**config.mk**
```make
export PLATFORM = sky130hd
export DESIGN_NAME = pst_div
export DESIGN_NICKNAME = d
export VERILOG_FILES = /design/src/rtl/pst_pkg.sv /design/src/rtl/pst_div.sv
export SDC_FILE = /design/constraint.sdc
export NUM_CORES = 1
export LEC_CHECK = 0
export ABC_AREA = 1
export BUFFER_PORTS_ARGS = -buffer_cell sky130_fd_sc_hd__buf_2
export CAP_MARGIN = 20
export CORE_ASPECT_RATIO = 1.2
export CORE_UTILIZATION = 45
export DETAILED_ROUTE_END_ITERATION = 10
export GPL_ROUTABILITY_DRIVEN = 0
export PLACE_DENSITY = 0.69
export SLEW_MARGIN = 30
export SYNTH_ARGS = -nofsm -noshare
export SYNTH_HDL_FRONTEND = slang
export SYNTH_SLANG_ARGS = --single-unit
```
**constraint.sdc**
```tcl
create_clock -name i_clk -period 2.7 [get_ports i_clk]
set_input_delay 0.54 -clock i_clk [delete_from_list [all_inputs] [get_ports i_clk]]
set_output_delay 0.54 -clock i_clk [all_outputs]
set_load 0.05 [all_outputs]
```
**src/rtl/pst_pkg.sv**
```systemverilog
// Package for the pitch target selector: constants, codes, state type,
// table entry and divider request/response structs. No dependencies.
`default_nettype none
package pst_pkg;

    localparam int SLOTS  = 32;
    localparam int SLOT_W = 5;
    localparam int CNT_W  = 6;

    localparam logic [0:0] OP_WRITE = 1'b0;
    localparam logic [0:0] OP_PITCH = 1'b1;

    localparam logic [2:0] CFG_PERIOD = 3'd0;
    localparam logic [2:0] CFG_ROOT   = 3'd1;
    localparam logic [2:0] CFG_COUNT  = 3'd2;
    localparam logic [2:0] CFG_DIR    = 3'd3;
    localparam logic [2:0] CFG_ARTIC  = 3'd4;
    localparam logic [2:0] CFG_ONPROT = 3'd5;
    localparam logic [2:0] CFG_HYST   = 3'd6;
    localparam logic [2:0] CFG_ALPHA  = 3'd7;

    localparam int DIV_NUM_W = 51;
    localparam int DIV_DEN_W = 25;
    localparam int DIV_Q_W   = 26;

    localparam logic signed [24:0] SCORE_MIN = -25'sd16777216;

    typedef enum logic [4:0] {
        S_IDLE, S_CDIV, S_CWAIT, S_MULP, S_PBASE, S_SLOT, S_G1, S_G2, S_G3,
        S_CAND, S_DWAIT, S_SCORE, S_WEND, S_T1, S_T2, S_T3, S_T4, S_HIST,
        S_HCHK, S_HRD, S_GLIDE0, S_GLIDE1, S_GLIDE2, S_OUT
    } t_state;

    typedef struct packed {
        logic signed [19:0] off;
        logic [16:0]        plain;
        logic [17:0]        rise;
        logic [17:0]        fall;
    } t_entry;

    typedef struct packed {
        logic                 start;
        logic [DIV_NUM_W-1:0] num;
        logic [DIV_DEN_W-1:0] den;
    } t_div_req;

    typedef struct packed {
        logic               done;
        logic [DIV_Q_W-1:0] quo;
        logic               rem_nz;
    } t_div_rsp;

    function automatic logic signed [28:0] rnd16(input logic signed [44:0] x);
        logic signed [44:0] t;
        t = x + 45'sd32768;
        return t[44:16];
    endfunction

endpackage
`default_nettype wire

```
**src/rtl/pst_div.sv**
```systemverilog
// Shared restoring divider, one quotient bit per cycle.
// Depends on pst_pkg for the request and response structs.
`default_nettype none
module pst_div
    import pst_pkg::*;
(
    input  wire logic     i_clk,
    input  wire logic     i_rst_n,
    input  wire t_div_req i_req,
    output t_div_rsp      o_rsp
);
    logic                 r_busy;
    logic                 r_done;
    logic [4:0]           r_cnt;
    logic [DIV_DEN_W-1:0] r_rem;
    logic [DIV_Q_W-1:0]   r_low;
    logic [DIV_Q_W-1:0]   r_quo;
    logic [DIV_DEN_W-1:0] r_den;
    logic [DIV_DEN_W:0]   trial;
    logic                 ge;

    assign trial = {r_rem, r_low[DIV_Q_W-1]};
    assign ge    = trial >= {1'b0, r_den};

    always_ff @(posedge i_clk) begin
        if (!i_rst_n) begin
            r_busy <= 1'b0;
            r_done <= 1'b0;
        end else begin
            r_done <= 1'b0;
            if (i_req.start) begin
                r_busy <= 1'b1;
                r_cnt  <= 5'(DIV_Q_W - 1);
            end else if (r_busy) begin
                r_cnt <= r_cnt - 5'd1;
                if (r_cnt == 5'd0) begin
                    r_busy <= 1'b0;
                    r_done <= 1'b1;
                end
            end
        end
    end

    always_ff @(posedge i_clk) begin
        if (i_req.start) begin
            r_rem <= i_req.num[DIV_NUM_W-1:DIV_Q_W];
            r_low <= i_req.num[DIV_Q_W-1:0];
            r_den <= i_req.den;
        end else if (r_busy) begin
            r_rem <= ge ? DIV_DEN_W'(trial - {1'b0, r_den}) : trial[DIV_DEN_W-1:0];
            r_low <= {r_low[DIV_Q_W-2:0], 1'b0};
            r_quo <= {r_quo[DIV_Q_W-2:0], ge};
        end
    end

    assign o_rsp.done   = r_done;
    assign o_rsp.quo    = r_quo;
    assign o_rsp.rem_nz = r_rem != '0;
endmodule
`default_nettype wire

```
==> impl_metrics.toml <==
[run_status]
status = "complete, but fails checks"
violations = "design-rule violations"

[grt]
grt_max_degree = 46
antenna_found_initial = 0
grt_pass1_vias = 5365
grt_usage_pct = 20.8
grt_pass1_wl_um = 24400
grt-ovfl-total = 0

[logic_synthesis]
postSynthCellCount = 805
synth-seq-cells = 109
synth_compound_area_share_pct = 1.71
yosys_warnings = 0
syn_area_um2 = 6520
syn_nets = 911
syn_avg_cell_area_um2 = 8.10
yosys.area_share.adder_pct = 5.29
yosys.area_share.simple_pct = 31.1
synth_mux_area_share_pct = 0
yosysSeqAreaShare_pct = 49.9
ys_types = 33
synth_xor_xnor_area_share_pct = 1.48
synth_top_family_by_area = "simple AND/OR/NAND/NOR gates"

[setup_path]
cp_max_fo = 15
path_common_cell = "nand2_1"
cp_slowest_cell = "edfxtp_1"
path_cells = "ha_1, nand2_2, inv_1, nand2_1, nand2_1, inv_1, nand2_1, a21oi_4, buf_4, nand4_1, nand3_1, nand2_1"
worstPathRequired_ns = 2.81
cp-start-kind = "flop"
critical_path.max_stage_delay_ns = 0.43
worstPathArrival_ns = 2.56
critical_path_class = "reg -> reg"
endpoint_kind = "flop"

[clock_tree]
postCtsSetupRepairBufs = 0
clk_pin_slew_ns = 0.08
cts_buffers = 9
clk_path_buf_depth = 2
cts_tree = "built"
insertion_delay_ns = 0.36
cts_root_buf = "clkbuf_16"
cts_sinks = 109
ctsResizeCount = 0
h-tree-depth = 3
holdBufCountCts = 0

[die]
fp-row-count = 47
core_area_um2 = 14000
dieArea_um2 = 15000
dieHeight_um = 134
initial_core_util_pct = 46.6
die_x_um = 112
io_pins = 107

[timing]
hold_violations = 0
finalSetupViolations = 0
skew_ns = 0.0122
rsz0062_at_grt = "no"
fmaxAchievable_ghz = 0.408
post-route-min-period_ns = 2.45
tns_ns = 0
min_period_over_period_pct = 90.8
drv_slew = 0
tightest_slew_ns = 0.572
max-slew-margin-rel_pct = 61.9

[power_and_ir_drop]
powerDensity_nw_per_um2 = 696
leakage_nw = 3.87
peakVddDrop_v = 0.000380

[drt]
drt_iter0_markers = 309
post_drt_wl_per_cell_um = 13.4
dr_total_vias = 5314
routed_wl_um = 14600
firstDrtPassIters = 8
drc = 8
viasPerCell = 4.88
ant_nets = 0

[final_layout]
nNetsFinal = 1020
diodes = 0
final_area_um2 = 7550
drive_above_1_share_pct = 17.8
area_growth_pct = 15.7

[min_path]
hold_class = "in -> reg"

[placement]
hpwl_um = 11300
io_buffers = 106
dpl_cell_area_um2 = 7270

[run]
drv_cap = 0
-- flip-flops by register name, summed over array words and instances (netlist names) --
signal and cells:
r_done 1, r_cnt 5, r_quo 26, r_rem 25
r_den 25, r_low 26, r_busy 1
-- cell usage after synthesis (all sizes together) --
cell	count	area share, %
nand2	318	19
inv	155	8.9
edfxtp	107	49
nand3	58	5.3
nor2	36	2.4
nand4	35	3.4
ha	26	5.0
a21oi	16	1.4
buf	11	1.1
clkbuf	10	0.58
xnor2	8	1.1
nor3	4	0.38
o21ai	4	0.31
or2	4	0.38
nor4	3	0.29
xor2	3	0.40
and2	2	0.19
dfxtp	2	0.61
nand3b	2	0.23
fa	1	0.31
-- final timing paths --
path                                start  slack, ns         to  depth (start not counted)
worst max-delay path            r_rem[16]       0.25  r_rem[12]                         12
worst min-delay path            i_req[24]       0.35  r_den[24]                          1
worst min register to register   r_quo[6]       0.45   r_quo[7]                          0
worst max register to register  r_rem[16]       0.25  r_rem[12]                         12
-- layout make-up --
type	count	area, µm²
fillers	1359	6450
inverters	155	582
flip-flops and latches	109	3250
clock buffers	9	225
repair buffers	119	641
well taps	171	214
multi-input cells	520	2580
clock inverters	6	46.3
-- where the power goes --
group | internal (mW) | total, mW | switching, mW
combinational | 0.650 | 1.83 | 1.18
clock | 0.629 | 1.25 | 0.619
sequential | 2.09 | 2.18 | 0.0875
-- cell families after synthesis --
logic type	after synthesis
XOR/XNOR	11
AND/OR/NAND/NOR	462
AO/OA/AOI/OAI	20
flip-flops	109
buffers and inverters	176
adder cells (fa/ha/maj)	27
-- per-stage QoR --
step	setup slack, ns	instances	power [mW]	hold WS, ns	utilization (%)
2_1_floorplan	0.146	805	3.60	0.461	-
3_3_place_gp	0.278	1074	4.01	0.422	52.0
3_5_place_dp	0.236	1074	4.04	0.430	52.0
4_1_cts	0.226	1089	5.30	0.342	53.9
5_1_grt	0.0153	1089	5.64	0.345	53.9
6_report	0.247	1089	5.25	0.349	53.9
-- metal layers --
metal  routed length (µm)  global-route usage [%]  share of wire [%]  vias to the layer above
met5                    0                       0                  0                        -
met4                  430                    10.5                2.9                        0
met3                  788                    4.07                5.4                       28
met2                 7280                    36.3                 50                      147
met1                 6140                    24.4                 42                     2378
li1                     -                       -                  -                     2761
-- critical path: cells and delay by family (launching register included) --
family | cells | cell delay (ns)
and+or+nand+nor | 7 | 0.60
DFF | 1 | 0.43
adders and majority gates | 1 | 0.39
AOI/OAI and AO/OA | 1 | 0.41
buffers and inverters | 3 | 0.38
-- layout by cell type (no fill, tap or decap), types with 2 or more instances in the layout --
cell type,count
xnor2_1,8
nor2_2,7
clkbuf_16,9
xor2_1,3
dfxtp_1,2
nand3_4,2
nand3_2,6
nand3b_1,2
nand2_2,7
nand2_1,311
or2_2,3
nand3_1,50
and2_1,2
inv_2,2
edfxtp_1,107
a21oi_1,15
nor2_1,28
ha_1,26
nor3_1,3
nor4_1,3
nand4_1,35
o21ai_0,4
inv_1,153
clkinv_4,2
buf_4,12
buf_2,106
Note: power is estimated with default switching activity, not from simulation.
